===== config.mk =====
export PLATFORM = sky130hd
export DESIGN_NAME = psa_div
export DESIGN_NICKNAME = d
export VERILOG_FILES = /design/src/hdl/psa_pkg.sv /design/src/hdl/psa_div.sv
export SDC_FILE = /design/constraint.sdc
export NUM_CORES = 1
export LEC_CHECK = 0
export BUFFER_PORTS_ARGS = -buffer_cell sky130_fd_sc_hd__buf_2
export CAP_MARGIN = 25
export CORE_ASPECT_RATIO = 1.1
export CORE_MARGIN = 5
export CORE_UTILIZATION = 45
export DETAILED_ROUTE_END_ITERATION = 12
export HOLD_SLACK_MARGIN = 0.1
export PLACE_DENSITY = 0.63
export SLEW_MARGIN = 20
export SYNTH_ARGS = -nofsm -noshare
export SYNTH_HDL_FRONTEND = slang
export SYNTH_SLANG_ARGS = --single-unit

===== constraint.sdc =====
create_clock -name clk -period 4.9 [get_ports clk]
set_clock_uncertainty 0.2 [all_clocks]
set_input_delay 0 -clock clk [delete_from_list [all_inputs] [get_ports clk]]
set_output_delay 0 -clock clk [all_outputs]
set_load 0.1 [all_outputs]

===== src/hdl/psa_pkg.sv =====
// ----------------------------------------------------------------------------
// psa_pkg - shared types and constants for the proportional span allocator
// Widths, register indexes and sequencer states used by the block.
// ----------------------------------------------------------------------------
`default_nettype none

package psa_pkg;

	localparam int MAX_CHUNKS = 32;
	localparam int IDX_W      = $clog2(MAX_CHUNKS);
	localparam int CNT_W      = $clog2(MAX_CHUNKS + 1);

	localparam int LEN_W  = 10;
	localparam int TIME_W = 32;
	localparam int CFG_W  = 16;
	localparam int SUM_W  = 16;
	localparam int DUR_W  = 33;
	localparam int ACC_W  = 34;
	localparam int PROD_W = TIME_W + LEN_W;
	localparam int DVD_W  = PROD_W + 2;
	localparam int DVS_W  = 32;

	localparam int IN_W        = LEN_W + 2 * TIME_W;
	localparam int IN_TDATA_W  = ((IN_W + 7) / 8) * 8;
	localparam int OUT_W       = 2 * TIME_W;
	localparam int OUT_TDATA_W = ((OUT_W + 7) / 8) * 8;

	localparam int CFG_IDX_W = 1;
	localparam logic [CFG_IDX_W-1:0] REG_MIN_DUR = 1'b0;
	localparam logic [CFG_IDX_W-1:0] REG_GAP     = 1'b1;

	typedef enum logic [4:0] {
		S_IDLE,
		S_TOTAL,
		S_DIV3,
		S_GSTART,
		S_DIVG,
		S_AL_RD,
		S_AL_MUL,
		S_AL_DIV,
		S_AL_WAIT,
		S_LF_RD,
		S_LF_CHK,
		S_LF_SCAN,
		S_LF_DRAIN,
		S_LF_DEC,
		S_LF_W1,
		S_LF_W2,
		S_LF_NEXT,
		S_EM_RD,
		S_EM_SET,
		S_OUT
	} state_t;

endpackage

`default_nettype wire


===== src/hdl/psa_div.sv =====
// ----------------------------------------------------------------------------
// psa_div - shared restoring divider
// Unsigned division, one quotient bit per cycle; done pulses with the result.
// ----------------------------------------------------------------------------
`default_nettype none

module psa_div (
	input  wire logic                        clk,
	input  wire logic                        arst_n,
	input  wire logic                        start,
	input  wire logic [psa_pkg::DVD_W-1:0]   dividend,
	input  wire logic [psa_pkg::DVS_W-1:0]   divisor,
	output logic                             done,
	output logic [psa_pkg::DVD_W-1:0]        quotient
);

	localparam int STEP_W = $clog2(psa_pkg::DVD_W + 1);

	logic                        busy_q;
	logic                        done_q;
	logic [STEP_W-1:0]           step_q;
	logic [psa_pkg::DVD_W-1:0]   quo_q;
	logic [psa_pkg::DVS_W:0]     rem_q;
	logic [psa_pkg::DVS_W-1:0]   dvs_q;
	logic [psa_pkg::DVS_W:0]     rem_sh;
	logic [psa_pkg::DVS_W+1:0]   diff;

	assign rem_sh = {rem_q[psa_pkg::DVS_W-1:0], quo_q[psa_pkg::DVD_W-1]};
	assign diff   = {1'b0, rem_sh} - {2'b00, dvs_q};

	always_ff @(posedge clk or negedge arst_n) begin
		if (!arst_n) begin
			busy_q <= 1'b0;
			done_q <= 1'b0;
			step_q <= '0;
		end else begin
			done_q <= 1'b0;
			if (start) begin
				busy_q <= 1'b1;
				step_q <= STEP_W'(psa_pkg::DVD_W);
			end else if (busy_q) begin
				step_q <= step_q - STEP_W'(1);
				if (step_q == STEP_W'(1)) begin
					busy_q <= 1'b0;
					done_q <= 1'b1;
				end
			end
		end
	end

	always_ff @(posedge clk) begin
		if (start) begin
			quo_q <= dividend;
			rem_q <= '0;
			dvs_q <= divisor;
		end else if (busy_q) begin
			if (!diff[psa_pkg::DVS_W+1]) begin
				rem_q <= diff[psa_pkg::DVS_W:0];
				quo_q <= {quo_q[psa_pkg::DVD_W-2:0], 1'b1};
			end else begin
				rem_q <= rem_sh;
				quo_q <= {quo_q[psa_pkg::DVD_W-2:0], 1'b0};
			end
		end
	end

	assign done     = done_q;
	assign quotient = quo_q;

endmodule

`default_nettype wire


# Word-level counts from Yosys, hierarchy flattened
# Index checks and enable logic that the tools add are counted.
# op_classes
add_sub_neg	2
eq_ne	1
n_reduce_logical	1
magnitude_cmp	0
multipliers	0
mux	12
bitwise	0
n_div	0
n_shift	0
# op_table
cell	n
$mux W44	2
$sub A33 B32 Y34	1
$mux W32	1
$mux W6	2
$mux W1	7
$eq A6 B1 Y1 const B	1
$sub A6 B1 Y6 const B	1
$reduce_bool A2 Y1	1
# word_totals
input_bits	79
latchBits	0
mem_count	0
reg_bits	116
rom_bits	0
ram_bits	0

# Depth between registers and ports, before layout
# Gate-level depths: netlist of run 1.
# depth
word_depth	4
ltp_mapped	14
mapped_depth_nobuf	12

# Worst setup path after synthesis of run 1
# OpenSTA, ideal clock, no wires.
# synth_path
path_type	register -> register
start	register quo_q, in the netlist quotient[43]
end	register rem_q[30] (netlist bit)
setup_slack_ps	1375
path_stages_with_launch	13
period_less_slack_ps	3525
arrival_ps	3264
required_time_ps	4640
cell_sequence	edfxtp_1 inv_1 ha_1 inv_1 fa_1 a21o_1 a221oi_2 o21ai_1 a2111oi_1 o31ai_1 and2_1 o211ai_1 o2111a_1
# synth_between
elab_chain_len	2
# synth_rtl
element	line_no	text
start: declaration	psa_div.sv:22	logic [psa_pkg::DVD_W-1:0] quo_q;
start signal: assignment	psa_div.sv:53	quo_q <= dividend;
start signal: assignment	psa_div.sv:59	quo_q <= {quo_q[psa_pkg::DVD_W-2:0], 1'b1};
start signal: assignment	psa_div.sv:62	quo_q <= {quo_q[psa_pkg::DVD_W-2:0], 1'b0};
$sub A33 B32 Y34	psa_div.sv:29	assign diff = {1'b0, rem_sh} - {2'b00, dvs_q};
$mux W32	psa_div.sv:57	if (!diff[psa_pkg::DVS_W+1]) begin
end signal: assignment	psa_div.sv:58	rem_q <= diff[psa_pkg::DVS_W:0];
end signal: assignment	psa_div.sv:61	rem_q <= rem_sh;
end: declaration	psa_div.sv:23	logic [psa_pkg::DVS_W:0] rem_q;
# No other way between the ends.
# A chain may end at the register's enable or synchronous reset.

# Final worst setup path of run 1
# layout_path
start	register dvs_q[1] (netlist bit)
end	register quo_q, in the netlist quotient[0] (data pin)
# layout_between
elab_chain_len	4
# layout_rtl
element	line_no	text
start: declaration	psa_div.sv:24	logic [psa_pkg::DVS_W-1:0] dvs_q;
start signal: assignment	psa_div.sv:55	dvs_q <= divisor;
$sub A33 B32 Y34	psa_div.sv:29	
$mux W1	psa_div.sv:57	
$mux W44	psa_div.sv:56	end else if (busy_q) begin
$mux W44	psa_div.sv:52	if (start) begin
# No other way between the ends. The select of a mux whose other input is x is not followed.

==> results.md, run 1 <==
* Max-slew violations at 0
* Root Driver: clkbuf_16
* Critical Path, Cell by Cell: inv_1 -> ha_1 -> nor2b_1 -> o2111ai_1 -> a2111oi_0 -> or3_1 -> o211ai_1 -> nand2_1 -> buf_8 -> mux2_2 -> dlygate4sd3_1
* Post-synth ARST share at 0.0690
* Starting Density at 0.458
* Data arrival, critical path at 4.02 ns
* Critical Path Source Type: register
* Period utilisation layout at 0.827
* H-Tree Depth at 4
* Final Routed Wirelength at 16.2 mm
* Max-cap violations at 0
* Total Routing Usage GR at 0.194
* Ant. Diodes at 0
* Ys flop type: edfxtp_1
* Synth area leader: edfxtp_1
* Worst vdd ir at 0.306 mV
* Synth cell types at 67
* Drt via density at 5.26
* I/O Pins at 124
* # hold bufs at CTS at 107
* Die width at 125 um
* Synth cell count leaders: edfxtp_1, inv_1, nand2_1, mux2_2, nor2_1
* Clk_lat worst skew at 0.42 ns
* Final ANT Viol Nets at 0
* RSZ-0062 raised after global routing: no
* Count leader, synth: edfxtp_1
* Met2 Track Usage GR at 0.349
* TritonCTS clock tree: done
* Pwr/cell area at 529 mW/mm2
* Top cells by area, synth: edfxtp_1, dfxtp_1, mux2_2
* Syn-to-layout area delta at 36.5%
* FP Rows at 46
* Vias in the first global route at 5843
* Hold Vio Cnt, Final at 0
* Hold Slack at 0.103 ns
* CTS Buffer Depth at 2
* Worst-margin pin slew at 0.714 ns
* Core Footprint at 0.0144 mm2
* Worst-path maximum fanout at 16
* Data required, critical path at 4.87 ns
* Die ar. at 0.0172 mm2
* Fin util at 0.625
* Placer's final routability congestion estimate at 0.819
* Top Usage Layer GRT: met2
* Rel. slew slack at 0.524
* Met1 Track Usage GR at 0.217
* DRC violations left at 0
* CP max stage delay at 0.55 ns
* Static Leakage at 3.93 nW
* Worst R2R Setup Slack at 0.85 ns
* First-pass GRT wire length at 27.2 mm
* CTS Buf Count at 17
* Seq/Total Area, Yosys at 0.474
* Port Buffer Count at 123
* DRT Pass-1 Iters at 4
* Setup violators final at 0
* CP max-delay cell: dlygate4sd3_1
* Post-synth EDFFs at 76
* # resized after CTS at 0
* Nets at 952
* Synthesized netlist cell count at 614
* Setup TNS at 0 ns
* Initial antenna violation count at 0
* Status: finished, final reports clean
* Routed len/inst at 15.6 um
* Total congestion overflow at 0
* Post-DP HPWL at 10.8 mm
* Flops & latches, synth at 116
* Post-synthesis cell area at 0.00659 mm2
* Tot Pwr at 4.76 mW
* Net Count, Synth at 728
* Achievable Freq at 247 MHz
* Routed via count at 5491
* WS Path Type: register to register
* Final min period at 4.05 ns
* Post-Syn Area per Cell at 10.7 um2
* Largest net degree at the start of global routing at 68
* Setup bufs post-CTS at 0
* Share of layout cells above drive strength 1 at 0.270
* Initial drt markers at 303
* Clock net sink count at 116
* Met3 usage at 0.0617
* Die H at 137 um
* Reg clk slew, reported paths at 0.06 ns
* Hold Path Class: input pin to register
* Crit end category: register
* Synthesis Warnings at 0
* Top cell type's share of synthesized area at 0.346
==> routing by layer <==
layer	wire length, um	share of wire
met1	6830	0.42
met2	8170	0.50
met3	947	0.058
met4	293	0.018
met5	0	0
==> state kept, by name (all words and copies together) (netlist names) <==
register,count
quotient,44
dvs_q,32
rem_q,32
busy_q,1
step_q,6
done,1
==> cell families after synthesis <==
| kind of cell | after synthesis | synth area share |
|---|---|---|
| and+or+nand+nor | 160 | 0.119 |
| xor gates and xnor gates | 25 | 0.0332 |
| buffers and inverters | 84 | 0.0547 |
| DFF | 116 | 0.474 |
| adders and majority gates | 35 | 0.0676 |
| AOI/OAI and AO/OA | 150 | 0.176 |
| muxes | 44 | 0.0752 |
==> through the flow <==
stage	area, um2	setup WS, ns	std cells
4_1_cts	9000	0.856	1043
2_1_floorplan	6590	1.38	614
3_3_place_gp	7320	1.27	903
5_1_grt	9000	0.648	1043
6_report	9000	0.850	1043
3_5_place_dp	7340	1.44	904
==> critical path: cells and delay by family (launching register included) <==
family,cells,cell delay (ns)
simple gates,3,1.06
buf+inv,3,0.98
compound gates,3,0.72
flops,1,0.36
mux,1,0.26
fa+ha+maj,1,0.23
==> final cells by class <==
type / instances / area (um2)
Fill cell: 1182 / 5390
Sequential cell: 116 / 3120
Multi-Input combinational cell: 414 / 3110
Timing Repair Buffer: 235 / 1730
Clock buffer: 18 / 429
Tap cell: 192 / 240
Inverter: 54 / 203
Clock inverter: 14 / 161
==> power breakdown <==
| part | total (mW) | leakage [nW] | switching [mW] | internal [mW] |
|---|---|---|---|---|
| combinational | 2.12 | 2.52 | 1.33 | 0.791 |
| sequential | 1.39 | 1.13 | 0.141 | 1.25 |
| clock | 1.26 | 0.281 | 0.461 | 0.794 |
==> placed cells by master, fill, tap and decap left out, types with 10 or more instances in the layout <==
master	n
inv_1	54
a21oi_1	27
dfxtp_1	32
nand2_1	48
edfxtp_1	76
nand3_1	10
a21o_1	18
mux2_2	44
a311oi_1	14
o21ai_0	12
xnor2_1	15
buf_2	122
dlygate4sd3_1	107
xor2_1	10
ha_1	34
nand2_2	10
nor2_1	40
clkbuf_16	17
a311oi_2	10
==> path summary, 6_finish.rpt <==
| check | start | end | depth (start not counted) |
|---|---|---|---|
| setup / recovery | dvs_q[1] | quotient[0] | 11 |
| hold / removal | divisor[27] | dvs_q[27] | 2 |
| setup reg to reg | dvs_q[1] | quotient[0] | 11 |
| hold reg to reg | rem_q[25] | rem_q[25] | 2 |
| max in group asynchronous | arst_n | busy_q | 3 |
| min in group asynchronous | arst_n | step_q[3] | 3 |
(Power assumes the default switching activity.)
==> run 2, diff against run 1 <==
- clock period: 4.9 -> 4.1 ns (I/O delays scaled with it)
==> run 2 against run 1 <==
  * Non-clock buffer count increased by 5
  * First-iteration DRC count shrank 15%
  * Cell area up 0.61%
  * Sequential power grew 19%
  * Largest cell class unchanged
  * Die area did not move
  * Wire length rose by 0.32%
==> results.md, run 2 (synthesis results as in run 1) <==
* Status: finished, final reports clean
* DRC violations left at 0
* Hold Path Class: input pin to register
* Hold EP: quotient[18]
* WS Path Type: register to register
* CTS Buf Count at 17
* Critical Path, Cell by Cell: inv_1 -> ha_1 -> inv_1 -> fa_1 -> a21o_1 -> a221oi_2 -> o21ai_1 -> a2111oi_1 -> o31ai_1 -> and2_1 -> o211ai_1 -> o2111a_1
* Largest delay share family, worst path: compound AO/OA/AOI/OAI gates
* Hold Path Origin: dividend[18]
* Clock Power Share at 0.268
* Crit end category: register
* Die ar. at 0.0172 mm2
* Starting Density at 0.458
* Worst R2R Setup Slack at 0.61 ns
* Rel. slew slack at 0.499
* RSZ-0062 raised after global routing: no
* Hold Vio Cnt, Final at 0
* Pwr/cell area at 630 mW/mm2
* Final Routed Wirelength at 16.3 mm
* Post-DP HPWL at 10.7 mm
* CP max stage delay at 0.55 ns
* Worst vdd ir at 0.339 mV
* I/O Pins at 124
* CTS Buffer Depth at 2
* Clock net sink count at 116
* Worst-path maximum fanout at 4
* Routed via count at 5495
* Port Buffer Count at 123
* Syn-to-layout area delta at 37.4%
* Setup violators final at 0
* Vias in the first global route at 5827
* Max-cap violations at 0
* Root Driver: clkbuf_16
* Share of layout cells above drive strength 1 at 0.272
* Register-to-Register Path Depth at 12
* Largest net degree at the start of global routing at 63
* Core Footprint at 0.0144 mm2
* Nets at 957
* Sw Ratio at 0.406
* Total congestion overflow at 0
* Most frequent cells in the layout: buf_2, dlygate4sd3_1, edfxtp_1, inv_1, nand2_1
* Comb pwr share at 0.441
* Setup TNS at 0 ns
* Drt via density at 5.24
* Final WS setup at 0.609 ns
* Clk_lat worst skew at 0.43 ns
* CP max-delay cell: a2111oi_1
* Reg2Reg Capture Point: rem_q[30]
* RR Startpoint: quotient[43]
* Static Leakage at 3.96 nW
* Data required, critical path at 4.27 ns
* Critical Path Source Type: register
* TritonCTS clock tree: done
* Max-slew violations at 0
* Place WS at 0.664 ns
* Final min period at 3.49 ns
* Die H at 137 um
* Crit path buffers/inverters at 2
* Most frequent CP cell: inv_1
* Most common cell after layout, fill and taps aside: buf_2
* First-pass GRT wire length at 27.7 mm
* Total Routing Usage GR at 0.197
* Data arrival, critical path at 3.66 ns
* Routed len/inst at 15.5 um
* Largest register FFs at 44
* Setup bufs post-CTS at 0
* # hold bufs at CTS at 111
* Ant. Diodes at 0
* FP Rows at 46
* Flop pwr share at 0.292
* Initial drt markers at 257
* Reg clk slew, reported paths at 0.06 ns
* Period utilisation layout at 0.851
* DRT Pass-1 Iters at 4
* # resized after CTS at 0
* NetSw at 2.31 mW
* Die width at 125 um
* Placer's final routability congestion estimate at 0.852
* Pint at 3.39 mW
* Worst-margin pin slew at 0.751 ns
* Initial antenna violation count at 0
* Final ANT Viol Nets at 0
* Achievable Freq at 286 MHz
* WHS Path Cells at 3
* H-Tree Depth at 4
[run 2: cell count changes in the layout (fill, tap and decap cells not counted)]
cell / change
clkinv_1: -1
dlygate4sd3_1: +4
buf_8: -1
clkinv_4: +2
buf_4: +2
clkbuf_1: -1
clkinvlp_4: -1
clkinv_2: -1
inv_6: +2
[run 2: worst max path at each step]
stage / slack [ns] / startpoint / cells past startpoint / to
6_report: 0.61 / quotient[43] / 12 / rem_q[30]
5_1_grt: 0.31 / quotient[43] / 12 / rem_q[30]
4_1_cts: 0.58 / quotient[43] / 12 / rem_q[30]
3_5_place_dp: 0.66 / quotient[43] / 12 / rem_q[30]
3_3_place_gp: 0.71 / quotient[43] / 12 / rem_q[30]
2_1_floorplan: 0.58 / quotient[43] / 12 / rem_q[30]
[run 2: tightest hold or removal path, stage by stage]
cell and delay [ns]:
dlygate4sd3_1 0.51, buf_2 0.09, mux2_2 0.13
[run 2: layer usage]
metal | up-vias | routed length (um) | GRT usage
met5 | - | 0 | 0
met4 | 0 | 280 | 0.0693
met3 | 23 | 866 | 0.0601
met2 | 140 | 8230 | 0.348
met1 | 2604 | 6920 | 0.229
li1 | 2728 | - | -
[run 2: cell type report]
class                   count  area, um2
fillers                  1178       5330
flip-flops and latches    116       3120
multi-input cells         414       3110
repair buffers            240       1770
clock buffers              17        425
well taps                 192        240
inverters                  54        203
clock inverters            15        180
[run 2: metrics by stage]
| stage | cell area, um2 | util | power, mW | hold slack [ns] | std cells |
|---|---|---|---|---|---|
| 5_1_grt | 9050 | 0.629 | 6.05 | 0.208 | 1048 |
| 2_1_floorplan | 6590 | - | 3.65 | -0.496 | 614 |
| 6_report | 9050 | 0.629 | 5.70 | 0.209 | 1048 |
| 3_3_place_gp | 7340 | 0.510 | 4.06 | -0.346 | 905 |
| 4_1_cts | 9050 | 0.629 | 5.73 | 0.184 | 1048 |
| 3_5_place_dp | 7340 | 0.510 | 4.10 | -0.345 | 905 |
[run 2: power groups by stage]
| stage | logic, mW | registers [mW] | clock network, mW |
|---|---|---|---|
| after CTS | 2.51 | 1.66 | 1.55 |
| after global routing | 2.76 | 1.69 | 1.60 |
| after global placement | 2.39 | 1.67 | 0 |
| final | 2.51 | 1.66 | 1.53 |
| after detailed placement | 2.42 | 1.68 | 0 |
| after floorplan | 1.62 | 2.03 | 0 |
==> run 3, diff against run 2 <==
- CAP_MARGIN: 25 -> 20
- CORE_MARGIN: 5 -> unset
- CORE_UTILIZATION: 45 -> 30
- PLACE_DENSITY: 0.63 -> 0.44
==> run 3 against run 2 <==
  * Wire length shrank 0.45%
  * Final cell count grew 8.8%
  * Utilization shrank 20 points
  * Via count shrank 1.0%
  * Die area grew 31%
  * Count of clock-buffer cells in the layout grew 2
  * Power grew 2.2%
  * Highest routed layer unchanged
==> results.md, run 3 (synthesis results as in run 1) <==
* DRC violations left at 0
* Status: finished, final reports clean
* CTS Buf Count at 17
* WS Path Type: register to register
* Total Routing Usage GR at 0.155
* RSZ-0062 raised after global routing: no
* Root Driver: clkbuf_16
* Die width at 143 um
* Rel. slew slack at 0.472
* Setup bufs post-CTS at 0
* Setup violators final at 0
* Place WS at 0.647 ns
* Share of layout cells above drive strength 1 at 0.271
* Most frequent CP cell: inv_1
* RR Startpoint: quotient[43]
* Final min period at 3.50 ns
* Starting Density at 0.307
* Core Footprint at 0.0214 mm2
* Post-DP HPWL at 10.9 mm
* Total congestion overflow at 0
* Period utilisation layout at 0.854
* CP max stage delay at 0.56 ns
* Worst-path maximum fanout at 4
* Routed via count at 5440
* Most common cell after layout, fill and taps aside: buf_2
* Final Routed Wirelength at 16.2 mm
* Met1 Track Usage GR at 0.183
* Max-cap violations at 0
* Finished Cell Area at 0.00917 mm2
* Port Buffer Count at 123
* Static Leakage at 3.95 nW
* Worst-margin pin slew at 0.793 ns
* Largest register FFs at 44
* # hold bufs at CTS at 106
* Top Usage Layer GRT: met2
* Reg clk slew, reported paths at 0.06 ns
* Largest net degree at the start of global routing at 74
* Ant. Diodes at 0
* Hold Vio Cnt, Final at 0
* Crit path buffers/inverters at 2
* Worst R2R Setup Slack at 0.60 ns
* Max-slew violations at 0
* Data required, critical path at 4.27 ns
* Die ar. at 0.0226 mm2
* First-pass GRT wire length at 27.4 mm
* Syn-to-layout area delta at 39.1%
* Register-to-Register Path Depth at 12
* TritonCTS clock tree: done
* I/O Pins at 124
* Met3 usage at 0.0435
* Crit end category: register
* Initial drt markers at 246
* Routed len/inst at 14.2 um
* Achievable Freq at 286 MHz
* Pwr/cell area at 636 mW/mm2
* Drt via density at 4.77
* Fin util at 0.428
* Final WS setup at 0.599 ns
* Vias in the first global route at 5588
* Met2 Track Usage GR at 0.265
* Largest delay share family, worst path: compound AO/OA/AOI/OAI gates
* Setup TNS at 0 ns
* Critical Path Source Type: register
* Worst vdd ir at 0.331 mV
* Clk_lat worst skew at 0.42 ns
* Levels on crit path at 12
* Hold Path Class: input pin to register
* Final ANT Viol Nets at 0
* Initial antenna violation count at 0
* # resized after CTS at 0
* Reg2Reg Capture Point: rem_q[30]
* Post-DP Area at 0.00747 mm2
* Clock net sink count at 116
* CP startpoint: quotient[43]
* CTS Buffer Depth at 2
* Worst setup path end: rem_q[30]
* Most frequent cells in the layout: buf_2, dlygate4sd3_1, edfxtp_1, inv_1, nand2_1
* DRT Pass-1 Iters at 5
* H-Tree Depth at 4
* Die H at 157 um
* Placer's final routability congestion estimate at 0.806
* Nets at 951
* Data arrival, critical path at 3.67 ns
* CP max-delay cell: a2111oi_1
* FP Rows at 56
* Critical Path, Cell by Cell: inv_1 -> ha_1 -> inv_1 -> fa_1 -> a21o_1 -> a221oi_2 -> o21ai_1 -> a2111oi_1 -> o31ai_1 -> and2_1 -> o211ai_1 -> o2111a_1
[run 3: cell types whose count changed in the layout (fill, tap and decap cells not counted), sizes merged, moves of 2 or more]
cell / previous run / this run
bufinv: 3 / 5
dlygate4sd3: 111 / 106
clkbuf: 17 / 19
inv: 57 / 55
clkinvlp: 2 / 4
clkinv: 7 / 3
[run 3: area by class of cell]
| type | instances | area (um2) |
|---|---|---|
| multi-input combinational | 414 | 3110 |
| inverter | 54 | 203 |
| sequential | 116 | 3120 |
| clock buffer | 19 | 433 |
| timing repair buffer | 234 | 1730 |
| fill | 2113 | 12300 |
| tap | 290 | 363 |
| clock inverter | 13 | 206 |
[run 3: per-stage QoR]
step           total power, mW  hold slack, ns  std cells
3_5_place_dp              4.13          -0.339       1002
5_1_grt                   6.22           0.116       1140
2_1_floorplan             3.65          -0.496        614
3_3_place_gp              4.13          -0.348       1002
6_report                  5.83           0.109       1140
4_1_cts                   5.89           0.102       1140
[run 3: report_power, final]
group / switching, mW / total [mW] / internal [mW]
Sequential: 0.167 / 1.66 / 1.49
Combinational: 1.59 / 2.53 / 0.937
Clock: 0.562 / 1.64 / 1.08
[run 3: metal layers]
layer  up-vias  part of all wire
li1       2714                 -
met1      2581              0.45
met2       121              0.48
met3        24             0.049
met4         0             0.018
met5         -                 0
[run 3: how the worst min path moves through the flow]
| stage | start | end | cells past startpoint |
|---|---|---|---|
| finish | divisor[0] | dvs_q[0] | 2 |
| detailed placement | arst_n | step_q[2] | 1 |
| CTS | divisor[1] | dvs_q[1] | 2 |
| global route | divisor[21] | dvs_q[21] | 2 |
| floorplan | arst_n | busy_q | 0 |
| global placement | arst_n | step_q[2] | 1 |
